==> src/psp_pkg.sv <==
// Package for the printf specification parser: character codes and helper functions.
package psp_pkg;

  localparam logic [7:0] CH_MINUS   = 8'h2D;
  localparam logic [7:0] CH_ZERO    = 8'h30;
  localparam logic [7:0] CH_NINE    = 8'h39;
  localparam logic [7:0] CH_DOT     = 8'h2E;
  localparam logic [7:0] CH_STAR    = 8'h2A;
  localparam logic [7:0] CH_PERCENT = 8'h25;
  localparam logic [7:0] CH_LC_C    = 8'h63;
  localparam logic [7:0] CH_LC_S    = 8'h73;
  localparam logic [7:0] CH_LC_P    = 8'h70;
  localparam logic [7:0] CH_LC_D    = 8'h64;
  localparam logic [7:0] CH_LC_I    = 8'h69;
  localparam logic [7:0] CH_LC_U    = 8'h75;
  localparam logic [7:0] CH_LC_X    = 8'h78;
  localparam logic [7:0] CH_UC_X    = 8'h58;

  localparam logic [31:0] ACC_MAX = 32'h7FFF_FFFF;
  localparam logic [31:0] ACC_MIN = 32'h8000_0000;

  function automatic logic is_type_char(input logic [7:0] c);
    logic r;
    case (c) inside
      CH_LC_C, CH_LC_S, CH_LC_P, CH_LC_D, CH_LC_I,
      CH_LC_U, CH_LC_X, CH_UC_X, CH_PERCENT: r = 1'b1;
      default: r = 1'b0;
    endcase
    return r;
  endfunction

  // Multiplies by ten, adds one digit and saturates at the signed 32-bit limits.
  function automatic logic [31:0] push_digit(input logic [31:0] acc, input logic [3:0] d);
    logic [36:0] ext;
    logic [36:0] sum;
    logic [31:0] r;
    ext = {{5{acc[31]}}, acc};
    sum = (ext << 3) + (ext << 1) + {33'd0, d};
    if (sum[36:31] == 6'b000000 || sum[36:31] == 6'b111111) begin
      r = sum[31:0];
    end else if (sum[36]) begin
      r = ACC_MIN;
    end else begin
      r = ACC_MAX;
    end
    return r;
  endfunction

endpackage

==> src/printf_spec_parser_unit.sv <==
// Top level of the printf conversion specification parser.
// The unit takes one character of a conversion specification per item, at one item per
// clock while no result waits untaken, and gives one result when the specification
// ends, in the cycle after the item that ends it, held in an output register. The
// first item of each specification is the introducer and is skipped. A type character
// ends the specification and is counted; any other unexpected character ends it and
// is dropped. Each item passes through a single stage of flag, accumulator and
// saturation logic, and the input stays ready while a waiting result is taken in the same cycle.
module printf_spec_parser_unit (
  input  logic        clk,
  input  logic        rst,
  input  logic        in_valid,
  output logic        in_ready,
  input  logic [7:0]  ch,
  input  logic [31:0] star_value,
  output logic        out_valid,
  input  logic        out_ready,
  output logic        left_justify,
  output logic        zero_pad,
  output logic [30:0] field_width,
  output logic        width_present,
  output logic [30:0] field_precision,
  output logic        precision_present,
  output logic [7:0]  conversion,
  output logic        ended_by_type,
  output logic [15:0] consumed
);
  import psp_pkg::*;

  logic        in_spec, in_spec_next;
  logic        minus_seen, minus_seen_next;
  logic        zero_seen, zero_seen_next;
  logic [31:0] width_acc, width_acc_next;
  logic        width_seen, width_seen_next;
  logic [31:0] prec_acc, prec_acc_next;
  logic        dot_seen, dot_seen_next;
  logic [15:0] char_count, char_count_next;

  logic        accept;
  logic        emit;
  logic        is_digit;
  logic        is_type;
  logic [15:0] count_inc;
  logic [3:0]  digit_val;

  logic        res_left;
  logic [30:0] res_width;
  logic [30:0] res_prec;
  logic        res_prec_present;
  logic [7:0]  res_conv;
  logic [15:0] res_consumed;

  assign in_ready = !out_valid || out_ready;
  assign accept   = in_valid && in_ready;

  assign is_digit  = (ch >= CH_ZERO) && (ch <= CH_NINE);
  assign is_type   = is_type_char(ch);
  assign digit_val = 4'(ch - CH_ZERO);
  assign count_inc = (char_count == 16'hFFFF) ? char_count : char_count + 16'd1;

  always_comb begin
    in_spec_next    = in_spec;
    minus_seen_next = minus_seen;
    zero_seen_next  = zero_seen;
    width_acc_next  = width_acc;
    width_seen_next = width_seen;
    prec_acc_next   = prec_acc;
    dot_seen_next   = dot_seen;
    char_count_next = char_count;
    emit            = 1'b0;
    if (!in_spec) begin
      in_spec_next    = 1'b1;
      minus_seen_next = 1'b0;
      zero_seen_next  = 1'b0;
      width_acc_next  = '0;
      width_seen_next = 1'b0;
      prec_acc_next   = '0;
      dot_seen_next   = 1'b0;
      char_count_next = 16'd1;
    end else if (is_type || !(is_digit || ch == CH_MINUS || ch == CH_DOT || ch == CH_STAR)) begin
      emit            = 1'b1;
      in_spec_next    = 1'b0;
      minus_seen_next = 1'b0;
      zero_seen_next  = 1'b0;
      width_acc_next  = '0;
      width_seen_next = 1'b0;
      prec_acc_next   = '0;
      dot_seen_next   = 1'b0;
      char_count_next = '0;
    end else begin
      char_count_next = count_inc;
      if (ch == CH_ZERO && !minus_seen && !width_seen && !dot_seen) begin
        zero_seen_next = 1'b1;
      end
      if (ch == CH_MINUS) begin
        minus_seen_next = 1'b1;
      end else if (ch == CH_DOT) begin
        dot_seen_next = 1'b1;
      end else if (ch == CH_STAR) begin
        if (dot_seen) begin
          prec_acc_next = star_value;
        end else begin
          width_acc_next  = star_value;
          width_seen_next = 1'b1;
        end
      end else if (dot_seen) begin
        prec_acc_next = push_digit(prec_acc, digit_val);
      end else begin
        width_acc_next  = push_digit(width_acc, digit_val);
        width_seen_next = 1'b1;
      end
    end
  end

  always_comb begin
    res_left = minus_seen || width_acc[31];
    if (width_acc == ACC_MIN) begin
      res_width = ACC_MAX[30:0];
    end else if (width_acc[31]) begin
      res_width = 31'(-width_acc);
    end else begin
      res_width = width_acc[30:0];
    end
    res_prec         = prec_acc[31] ? 31'd0 : prec_acc[30:0];
    res_prec_present = dot_seen && !prec_acc[31];
    res_conv         = is_type ? ch : 8'd0;
    res_consumed     = is_type ? count_inc : char_count;
  end

  always_ff @(posedge clk) begin
    if (rst) begin
      in_spec    <= 1'b0;
      minus_seen <= 1'b0;
      zero_seen  <= 1'b0;
      width_acc  <= '0;
      width_seen <= 1'b0;
      prec_acc   <= '0;
      dot_seen   <= 1'b0;
      char_count <= '0;
      out_valid  <= 1'b0;
    end else begin
      if (accept) begin
        in_spec    <= in_spec_next;
        minus_seen <= minus_seen_next;
        zero_seen  <= zero_seen_next;
        width_acc  <= width_acc_next;
        width_seen <= width_seen_next;
        prec_acc   <= prec_acc_next;
        dot_seen   <= dot_seen_next;
        char_count <= char_count_next;
      end
      if (accept && emit) begin
        out_valid <= 1'b1;
      end else if (out_ready) begin
        out_valid <= 1'b0;
      end
    end
  end

  always_ff @(posedge clk) begin
    if (accept && emit) begin
      left_justify      <= res_left;
      zero_pad          <= zero_seen;
      field_width       <= res_width;
      width_present     <= width_seen;
      field_precision   <= res_prec;
      precision_present <= res_prec_present;
      conversion        <= res_conv;
      ended_by_type     <= is_type;
      consumed          <= res_consumed;
    end
  end

endmodule

==> config.mk <==
export PLATFORM = sky130hd
export DESIGN_NAME = printf_spec_parser_unit
export DESIGN_NICKNAME = d
export VERILOG_FILES = /design/src/psp_pkg.sv /design/src/printf_spec_parser_unit.sv
export SDC_FILE = /design/constraint.sdc
export NUM_CORES = 1
export LEC_CHECK = 0
export BUFFER_PORTS_ARGS = -buffer_cell sky130_fd_sc_hd__buf_4
export CAP_MARGIN = 30
export CORE_UTILIZATION = 40
export CTS_CLUSTER_SIZE = 28
export DETAILED_ROUTE_END_ITERATION = 12
export GPL_TIMING_DRIVEN = 0
export PLACE_DENSITY = 0.57
export SLEW_MARGIN = 0
export SYNTH_ARGS = -nofsm -noshare
export SYNTH_HDL_FRONTEND = slang
export SYNTH_SLANG_ARGS = --single-unit
==> constraint.sdc <==
create_clock -name clk -period 11.7 [get_ports clk]
set_clock_uncertainty 0.15 [all_clocks]
set_input_delay 0.585 -clock clk [delete_from_list [all_inputs] [get_ports clk]]
set_output_delay 0.585 -clock clk [all_outputs]
set_load 0.05 [all_outputs]
==> results of run 1 <==
critical path, cell delays in order, from the launching register on:
cell and delay, ns:
dfxtp_1 0.46, inv_1 0.13, fa_1 0.52, inv_1 0.07, ha_1 0.29, a211oi_1 0.10
o21ai_0 0.50, a211oi_1 0.24, nor3b_1 0.58, o211ai_1 0.21, xnor2_1 0.19, nor4_1 0.58
a21boi_1 0.39, clkbuf_2 0.32, o21ai_0 0.25, a21oi_1 0.09
power breakdown:
group          switching, uW  internal (uW)  leakage (uW)
clock                    277            300      0.000279
combinational           89.1           33.6       0.00467
sequential              4.51            662       0.00154
registers in the layout, summed over array words and instances, names as in the netlist, 8 cells and up:
signal and flops:
consumed 16, prec_acc 32, char_count 16, conversion 8, field_width 31, field_precision 31, width_acc 32
per-stage QoR:
step           instances  utilization  hold WS (ns)  instance area, um2
2_1_floorplan       1470            -         0.259               13200
3_3_place_gp        2047        0.454         0.275               14700
3_5_place_dp        2048        0.455         0.280               14800
4_1_cts             2080        0.473         0.286               15400
5_1_grt             2080        0.473         0.318               15400
6_report            2080        0.473         0.297               15400
cell usage after synthesis, types with 23 or more instances:
| master | n |
|---|---|
| a22oi_1 | 29 |
| o21ai_1 | 23 |
| nor2_1 | 78 |
| o21ai_0 | 88 |
| clkbuf_1 | 59 |
| nor3_1 | 31 |
| a32oi_1 | 24 |
| dfxtp_1 | 86 |
| xor2_1 | 49 |
| ha_1 | 131 |
| nand2_1 | 170 |
| edfxtp_1 | 91 |
| a21oi_1 | 121 |
| nor2b_1 | 40 |
| nand3_1 | 29 |
| xnor2_1 | 52 |
| a21o_1 | 25 |
| inv_1 | 34 |
final timing paths:
kind | end
setup / recovery | width_acc[11]$_SDFFE_PP0P_
hold / removal | zero_pad$_DFFE_PP_
hold reg to reg | zero_pad$_DFFE_PP_
setup reg to reg | width_acc[11]$_SDFFE_PP0P_
cell families (layout without fill, tap and decap cells):
family,after synthesis,count (layout),synth area share
xor+xnor,101,101,0.0671
flops,177,177,0.338
compound gates,493,493,0.260
mux,5,5,0.00408
simple gates,449,449,0.164
fa+ha+maj,135,135,0.130
buf+inv,109,277,0.0362
other cells,1,1,0.000285
cell type report:
type                            count  area [um2]  share of cell area
Buffer                             75         349              0.0227
Inverter                           34         128             0.00831
Timing Repair Buffer              136        1040              0.0678
Clock buffer                       17         425              0.0277
Multi-Input combinational cell   1184        8260               0.538
Sequential cell                   177        4450               0.290
Clock inverter                     15         149             0.00970
Tap cell                          442         553              0.0360
routing by layer:
metal,vias to the layer above,wire length (um),global-route usage
met2,428,18700,0.391
met4,0,1120,0.0890
li1,5851,-,-
met3,56,2370,0.0345
met1,5868,19100,0.340
met5,-,0,0
==> results.sh, run 1 <==
export IMPL_status="complete, but fails checks"
export IMPL_violations="DRC"
export IMPL_slew_headroom=0.331
export IMPL_fill_cells=3214
export IMPL_clock_path_buffers=2
export IMPL_cts_sinks=177
export IMPL_cp_max_fo=10
export IMPL_nets=1804
export IMPL_maxSlewViolCount=0
export IMPL_ys_warn_count=0
export IMPL_wl_per_cell_um=19.9
export IMPL_yosys_top_cells_area="edfxtp_1, dfxtp_1, ha_1, nand2_1, a21oi_1"
export IMPL_ant_nets=0
export IMPL_postCtsSetupRepairBufs=0
export IMPL_std_cell_rows=66
export IMPL_arrival_ns=5.36
export IMPL_irDropWorstVdd_mv=0.112
export IMPL_start_kind="flop"
export IMPL_globalplace_congestion=0.925
export IMPL_fin_tns_setup_ns=0
export IMPL_layout_drive_gt1_share=0.143
export IMPL_dp_slack_ns=6.30
export IMPL_hold_start="zero_seen$_SDFFE_PP0P_"
export IMPL_synthArstFlopShare=0
export IMPL_antenna_found_initial=0
export IMPL_startpoint="width_acc[0]$_SDFFE_PP0P_"
export IMPL_worst_pin_slew_ns=0.995
export IMPL_worst_r2r_setup_slack_ns=6.49
export IMPL_hold_violations=0
export IMPL_ios=137
export IMPL_grt_pass1_vias=11400
export IMPL_end_kind="flop"
export IMPL_holdBufCountCts=0
export IMPL_vias=12200
export IMPL_clk_latency_ns=0.45
export IMPL_grt_start_max_net_pins=62
export IMPL_p_leak_uw=0.00649
export IMPL_synth_cell_types=84
export IMPL_core_area_mm2=0.0325
export IMPL_syn_nets=1649
export IMPL_io_buffers=135
export IMPL_synth_top_area_frac=0.207
export IMPL_synthFlopType="edfxtp_1"
export IMPL_cts_tree="done"
export IMPL_synth_edf_count=91
export IMPL_viasPerCell=5.87
export IMPL_die_area_mm2=0.0337
export IMPL_grt_usage=0.246
export IMPL_drtIter0Drc=916
export IMPL_finalSetupViolCount=0
export IMPL_netlist_instances=1470
export IMPL_crit_type="flop to flop"
export IMPL_hold_depth=0
export IMPL_htreeDepth=4
export IMPL_diodes=0
export IMPL_yosys_area_top_type="edfxtp_1"
export IMPL_rsz0062_at_grt="false"
export IMPL_post_dp_hpwl_um=32900
export IMPL_period_needed_ns=5.21
export IMPL_layout_common_cells="nand2_1, buf_4, ha_1"
export IMPL_grt_pass1_wl_um=64300
export IMPL_fp_dieW_um=183
export IMPL_drc=1
export IMPL_hp_class="flop to flop"
export IMPL_ys_seq_area_frac=0.338
export IMPL_syn2layout_area_growth_pct=16.5
export IMPL_clkTransAtPathRegs_ns=0.07
export IMPL_rr_startpoint="width_acc[0]$_SDFFE_PP0P_"
export IMPL_fp_dieH_um=183
export IMPL_wl_um=41300
export IMPL_fin_crit_sh=0.445
export IMPL_setup_ws_ns=6.49
export IMPL_layout_commonest_cell="nand2_1"
export IMPL_cts_buffers=17
export IMPL_first_pass_iters=11
export IMPL_r2r_cells=15
export IMPL_fmax_mhz=192
export IMPL_synth_avg_cell_area_um2=8.96
export IMPL_max_cap_violations=0
export IMPL_p_per_area_mw_per_mm2=89.0
export IMPL_ys_seq_elements=177
export IMPL_initial_core_util=0.406
export IMPL_cts_repair_resized=0
export IMPL_required_ns=11.85
export IMPL_totalPowerFinal_uw=1370
export IMPL_grt_overflow=0
export IMPL_root_buffer="clkbuf_16"
export IMPL_synth_area_mm2=0.0132
Power figures use the tool's default switching activity.
==> run 2: changes to the inputs <==
--- a/config.mk
+++ b/config.mk
@@ -5,13 +5,14 @@
 export SDC_FILE = /design/constraint.sdc
 export NUM_CORES = 1
 export LEC_CHECK = 0
+export ABC_AREA = 1
 export BUFFER_PORTS_ARGS = -buffer_cell sky130_fd_sc_hd__buf_4
 export CAP_MARGIN = 30
 export CORE_UTILIZATION = 40
 export CTS_CLUSTER_SIZE = 28
 export DETAILED_ROUTE_END_ITERATION = 12
 export GPL_TIMING_DRIVEN = 0
-export PLACE_DENSITY = 0.57
+export PLACE_DENSITY = 0.59
 export SLEW_MARGIN = 0
 export SYNTH_ARGS = -nofsm -noshare
 export SYNTH_HDL_FRONTEND = slang
==> constraint.sdc (replaced) <==
create_clock -name clk -period 4.7 [get_ports clk]
set_clock_uncertainty 0.15 [all_clocks]
set_input_delay 0.235 -clock clk [delete_from_list [all_inputs] [get_ports clk]]
set_output_delay 0.235 -clock clk [all_outputs]
set_load 0.05 [all_outputs]
==> run 2 against run 1 <==
The flow now finishes without violations; global-route usage is 0.64 points lower; die area is 13% higher; worst setup slack worse by 5.7 ns; largest cell class unchanged; highest routed layer unchanged; core utilization is 0.26 points lower; area after synthesis is 13% higher; via count is 17% higher; power grew to 2.6 times the previous value; synthesized cell count is 49% higher; routed wire length is 8.6% higher; design area is 12% higher; sequential power is 150% higher.
==> results.sh, run 2 <==
export IMPL_fmax_mhz=253
export IMPL_drtIter0Drc=990
export IMPL_die_area_mm2=0.0380
export IMPL_first_pass_iters=5
export IMPL_fin_tns_setup_ns=0
export IMPL_std_cell_rows=70
export IMPL_hp_class="input port to flop"
export IMPL_synth_area_mm2=0.0149
export IMPL_fin_crit_sh=0.842
export IMPL_cp_max_fo=10
export IMPL_worstReg2RegEnd="width_acc[7]$_SDFFE_PP0P_"
export IMPL_ant_nets=0
export IMPL_crit_type="input port to flop"
export IMPL_critPathSlowestCell="fa_1"
export IMPL_end_kind="flop"
export IMPL_vias=14300
export IMPL_slew_headroom=0.476
export IMPL_r2r_cells=23
export IMPL_layout_commonest_cell="nand2_1"
export IMPL_synthFlopType="edfxtp_1"
export IMPL_irDropWorstVdd_mv=0.251
export IMPL_postCtsSetupRepairBufs=0
export IMPL_p_leak_uw=0.00916
export IMPL_synth_avg_cell_area_um2=6.79
export IMPL_ys_warn_count=0
export IMPL_synthArstFlopShare=0
export IMPL_viasPerCell=5.02
export IMPL_finalSetupViolCount=0
export IMPL_max_cap_violations=0
export IMPL_layout_drive_gt1_share=0.142
export IMPL_grt_overflow=0
export IMPL_fp_dieW_um=195
export IMPL_p_per_area_mw_per_mm2=204
export IMPL_start_kind="input port"
export IMPL_fill_cells=3700
export IMPL_post_dp_hpwl_um=36400
export IMPL_ios=137
export IMPL_synth_top_area_frac=0.199
export IMPL_layout_common_cells="nand2_1, inv_1, nor2_1"
export IMPL_syn2layout_area_growth_pct=15.7
export IMPL_cts_buffers=17
export IMPL_synth_edf_count=91
export IMPL_cpMostUsedCell="nand2_1"
export IMPL_globalplace_congestion=0.950
export IMPL_wl_per_cell_um=15.8
export IMPL_synth_common_cells="nand2_1, nor2_1, inv_1"
export IMPL_grt_start_max_net_pins=32
export IMPL_required_ns=4.88
export IMPL_hold_end="zero_seen$_SDFFE_PP0P_"
export IMPL_holdWs_ns=0.0654
export IMPL_grt_pass1_vias=13500
export IMPL_setup_ws_ns=0.743
export IMPL_rr_startpoint="width_acc[2]$_SDFFE_PP0P_"
export IMPL_cts_tree="done"
export IMPL_hold_violations=0
export IMPL_totalPowerFinal_uw=3520
export IMPL_clkTransAtPathRegs_ns=0.08
export IMPL_worst_pin_slew_ns=0.787
export IMPL_worst_r2r_setup_slack_ns=0.75
export IMPL_yosysMostFrequentCell="nand2_1"
export IMPL_synth_cell_types=55
export IMPL_reg_top3="prec_acc: 32 flops, width_acc: 32 flops"
export IMPL_rsz0062_at_grt="false"
export IMPL_drc=0
export IMPL_htreeDepth=4
export IMPL_slowest_delay_ns=0.57
export IMPL_status="finished, final reports clean"
export IMPL_nets=2535
export IMPL_netlist_instances=2195
export IMPL_core_area_mm2=0.0366
export IMPL_cts_sinks=177
export IMPL_yosys_top_cells_area="nand2_1, edfxtp_1, dfxtp_1, ha_1, nor2_1"
export IMPL_ys_seq_area_frac=0.299
export IMPL_period_needed_ns=3.96
export IMPL_io_buffers=135
export IMPL_wl_um=44900
export IMPL_antenna_found_initial=1
export IMPL_syn_nets=2374
export IMPL_diodes=0
export IMPL_grt_pass1_wl_um=71400
export IMPL_clock_path_buffers=2
export IMPL_hold_depth=6
export IMPL_hold_start="ch[7]"
export IMPL_grt_usage=0.240
export IMPL_post_route_util=0.471
export IMPL_ys_seq_elements=177
export IMPL_clk_latency_ns=0.46
export IMPL_maxSlewViolCount=0
export IMPL_initial_core_util=0.407
export IMPL_dp_slack_ns=0.838
export IMPL_yosys_area_top_type="nand2_1"
export IMPL_root_buffer="clkbuf_16"
export IMPL_arrival_ns=4.13
export IMPL_fp_dieH_um=195
==> run 2: worst max-delay path: cells and delay by family <==
| kind | cells | cell delay (ns) |
|---|---|---|
| fa+ha+maj | 2 | 1.10 |
| buf+inv | 5 | 1.05 |
| compound gates | 1 | 0.06 |
| simple gates | 17 | 1.66 |
==> run 2: final cells by class <==
cell class / instances / area [um2] / share of cell area
clock buffer: 20 / 437 / 0.0253
buffer: 62 / 352 / 0.0204
inverter: 275 / 1030 / 0.0599
multi-input combinational: 1681 / 9060 / 0.526
sequential: 177 / 4450 / 0.259
tap: 468 / 586 / 0.0340
timing repair buffer: 142 / 1130 / 0.0655
clock inverter: 12 / 175 / 0.0102
==> run 2: metal layers <==
layer | up-vias | track usage | part of all wire
met1 | 6509 | 0.329 | 0.47
met3 | 44 | 0.0361 | 0.060
met2 | 422 | 0.390 | 0.45
met5 | - | 0 | 0
li1 | 7280 | - | -
met4 | 0 | 0.0665 | 0.019
==> run 2: worst max path at each step <==
stage	slack (ns)	endpoint	from	cells after the start
2_1_floorplan	0.28	in_spec$_SDFFE_PP0P_	out_valid$_SDFFE_PP0P_	7
3_3_place_gp	-0.93	out_valid$_SDFFE_PP0P_	ch[2]	9
3_5_place_dp	0.84	width_acc[7]$_SDFFE_PP0P_	width_acc[2]$_SDFFE_PP0P_	23
4_1_cts	0.79	width_acc[7]$_SDFFE_PP0P_	ch[3]	25
5_1_grt	0.51	prec_acc[22]$_SDFFE_PP0P_	ch[3]	25
6_report	0.74	width_acc[7]$_SDFFE_PP0P_	ch[3]	25
==> run 2: stage by stage <==
stage | cells | cell area, um2
2_1_floorplan | 2195 | 14900
3_3_place_gp | 2798 | 16500
3_5_place_dp | 2801 | 16600
4_1_cts | 2837 | 17200
5_1_grt | 2837 | 17200
6_report | 2837 | 17200
==> run 2: repair_timing <==
item	4_1_cts	5_1_grt
resized for setup	0	0
hold endpoints to repair	4	0
hold buffers	4	0
==> run 2: kinds of logic after synthesis <==
kind of cell	synth area share
simple gates	0.345
compound gates	0.101
xor+xnor	0.0470
fa+ha+maj	0.115
flops	0.299
other cells	0.000252
buf+inv	0.0929
==> run 2: report_power, final <==
part,internal (uW),switching (uW)
registers,1650,14.2
clock network,853,708
logic,86.5,208
==> run 3: changes to the inputs <==
--- a/config.mk
+++ b/config.mk
@@ -12,7 +12,7 @@
 export CTS_CLUSTER_SIZE = 28
 export DETAILED_ROUTE_END_ITERATION = 12
 export GPL_TIMING_DRIVEN = 0
-export PLACE_DENSITY = 0.59
+export PLACE_DENSITY = 0.56
 export SLEW_MARGIN = 0
 export SYNTH_ARGS = -nofsm -noshare
 export SYNTH_HDL_FRONTEND = slang
==> constraint.sdc (replaced) <==
create_clock -name clk -period 3.9 [get_ports clk]
set_clock_uncertainty 0.15 [all_clocks]
set_input_delay 0.195 -clock clk [delete_from_list [all_inputs] [get_ports clk]]
set_output_delay 0.195 -clock clk [all_outputs]
set_load 0.05 [all_outputs]
==> run 3 against run 2 <==
Via count down 0.82%; count of clock-buffer cells in the layout down 2; critical path depth unchanged; sequential power up 20%; worst setup slack worse by 0.52 ns; design area down 0.15%; cell count unchanged; power up 17%; clock power up 13%; core utilization down 0.068 points; critical endpoint is now width_acc[28]$_SDFFE_PP0P_; largest cell class unchanged.
==> results.sh, run 3 (synthesis gave the netlist of run 2 again) <==
export IMPL_status="finished, final reports clean"
export IMPL_post_route_util=0.470
export IMPL_wl_per_cell_um=15.7
export IMPL_htreeDepth=4
export IMPL_cpMostUsedCell="nand2_1"
export IMPL_maxSlewViolCount=0
export IMPL_io_buffers=135
export IMPL_slowest_delay_ns=0.53
export IMPL_clk_latency_ns=0.47
export IMPL_hold_start="star_value[31]"
export IMPL_clock_power_share=0.429
export IMPL_end_kind="flop"
export IMPL_clock_path_buffers=2
export IMPL_die_area_mm2=0.0380
export IMPL_root_buffer="clkbuf_16"
export IMPL_p_per_area_mw_per_mm2=239
export IMPL_p_leak_uw=0.00916
export IMPL_start_kind="input port"
export IMPL_layout_commonest_cell="nand2_1"
export IMPL_finalSetupViolCount=0
export IMPL_grt_pass1_wl_um=71100
export IMPL_cts_sinks=177
export IMPL_core_area_mm2=0.0366
export IMPL_worst_pin_slew_ns=0.808
export IMPL_fmax_mhz=272
export IMPL_initial_core_util=0.407
export IMPL_use_met2=0.378
export IMPL_internal_power_uw=3010
export IMPL_cts_buffers=17
export IMPL_grt_overflow=0
export IMPL_switching_share=0.269
export IMPL_layout_drive_gt1_share=0.144
export IMPL_required_ns=4.08
export IMPL_first_pass_iters=6
export IMPL_critPathSlowestCell="fa_1"
export IMPL_fp_dieW_um=195
export IMPL_std_cell_rows=70
export IMPL_reg_top3="prec_acc: 32 flops, width_acc: 32 flops"
export IMPL_layout_common_cells="nand2_1, inv_1, nor2_1"
export IMPL_worst_r2r_setup_slack_ns=0.25
export IMPL_rsz0062_at_grt="false"
export IMPL_postCtsSetupRepairBufs=0
export IMPL_use_met3=0.0356
export IMPL_netSwitchingPower_uw=1110
export IMPL_vias=14100
export IMPL_hold_violations=0
export IMPL_critPathBufInv=5
export IMPL_slew_headroom=0.461
export IMPL_grt_usage=0.239
export IMPL_clkTransAtPathRegs_ns=0.08
export IMPL_hp_class="input port to flop"
export IMPL_crit_cells=25
export IMPL_fill_cells=3833
export IMPL_post_dp_hpwl_um=36400
export IMPL_power_frac_comb=0.085
export IMPL_nets=2535
export IMPL_period_needed_ns=3.67
export IMPL_max_cap_violations=0
export IMPL_drtIter0Drc=972
export IMPL_diodes=0
export IMPL_r2r_cells=23
export IMPL_grt_pass1_vias=13600
export IMPL_cts_tree="done"
export IMPL_fin_crit_sh=0.942
export IMPL_wl_um=44600
export IMPL_ios=137
export IMPL_grt_util_met1=0.334
export IMPL_grt_most_used_layer="met2"
export IMPL_ant_nets=0
export IMPL_syn2layout_area_growth_pct=15.5
export IMPL_endpoint="width_acc[28]$_SDFFE_PP0P_"
export IMPL_crit_type="input port to flop"
export IMPL_seq_power_share=0.486
export IMPL_grt_start_max_net_pins=37
export IMPL_antenna_found_initial=0
export IMPL_viasPerCell=4.98
export IMPL_arrival_ns=3.85
export IMPL_irDropWorstVdd_mv=0.319
export IMPL_crit_family="simple AND/OR/NAND/NOR gates"
export IMPL_holdWs_ns=0.0185
export IMPL_cp_max_fo=10
export IMPL_totalPowerFinal_uw=4120
export IMPL_drc=0
export IMPL_worstReg2RegEnd="width_acc[28]$_SDFFE_PP0P_"
export IMPL_globalplace_congestion=0.943
export IMPL_rr_startpoint="width_acc[0]$_SDFFE_PP0P_"
export IMPL_fp_dieH_um=195
export IMPL_startpoint="ch[3]"
run 3: changes by cell type in the layout (fill, tap and decap cells not counted), moves of 2 or more:
cell	before	now
fa_2	0	2
buf_12	1	3
inv_8	1	3
fa_1	4	2
buf_16	2	0
clkbuf_1	37	34
bufinv_16	3	1
run 3: layer usage:
layer | vias to the layer above | share of wire
met4 | 0 | 0.022
met1 | 6430 | 0.49
met2 | 364 | 0.43
met5 | - | 0
li1 | 7296 | -
met3 | 48 | 0.057
run 3: cell type report:
class / instances / area, um2 / share of cell area
multi-input combinational: 1681 / 9070 / 0.527
sequential: 177 / 4460 / 0.259
timing repair buffer: 142 / 1110 / 0.0647
inverter: 275 / 1030 / 0.0601
tap: 468 / 586 / 0.0340
clock buffer: 18 / 439 / 0.0255
buffer: 62 / 352 / 0.0204
clock inverter: 14 / 149 / 0.00866
run 3: how the worst min path moves through the flow:
stage	endpoint	depth (start not counted)	slack, ns
4_1_cts	prec_acc[31]$_SDFFE_PP0P_	5	0.007
2_1_floorplan	zero_seen$_SDFFE_PP0P_	3	0.24
6_report	prec_acc[31]$_SDFFE_PP0P_	5	0.02
3_3_place_gp	zero_pad$_DFFE_PP_	0	0.27
3_5_place_dp	zero_pad$_DFFE_PP_	0	0.27
5_1_grt	prec_acc[21]$_SDFFE_PP0P_	5	0.05
run 3: timing repair:
action	in CTS	in global routing
gates resized for setup	0	6
setup endpoints to repair	0	61
hold buffers	4	0
endpoints found under the hold margin	4	0
run 3: power by group through the flow:
| stage | combinational, uW | clock (uW) | sequential [uW] |
|---|---|---|---|
| global placement | 335 | 0 | 2050 |
| finish | 350 | 1770 | 2000 |
| global route | 373 | 1860 | 2010 |
| detailed placement | 345 | 0 | 2040 |
| floorplan | 112 | 0 | 2140 |
| CTS | 350 | 1800 | 2000 |
run 3: worst register-to-register path, delay by kind of cell, from the launching register on:
family / cells / cell delay, ns
flip-flops: 1 / 0.36
AND/OR/NAND/NOR: 17 / 1.59
AO/OA/AOI/OAI: 1 / 0.05
adder cells (fa/ha/maj): 2 / 0.98
buffers and inverters: 3 / 0.37
run 3: per-stage QoR:
stage	instance area, um2	cells	setup TNS, ns	setup WS, ns
final	17200	2837	0	0.226
after global routing	17200	2837	0	0.00105
after CTS	17200	2837	0	0.109
after detailed placement	16600	2801	0	0.138
after global placement	16500	2798	-0.128	-0.0680
after floorplan	14900	2195	0	0.519
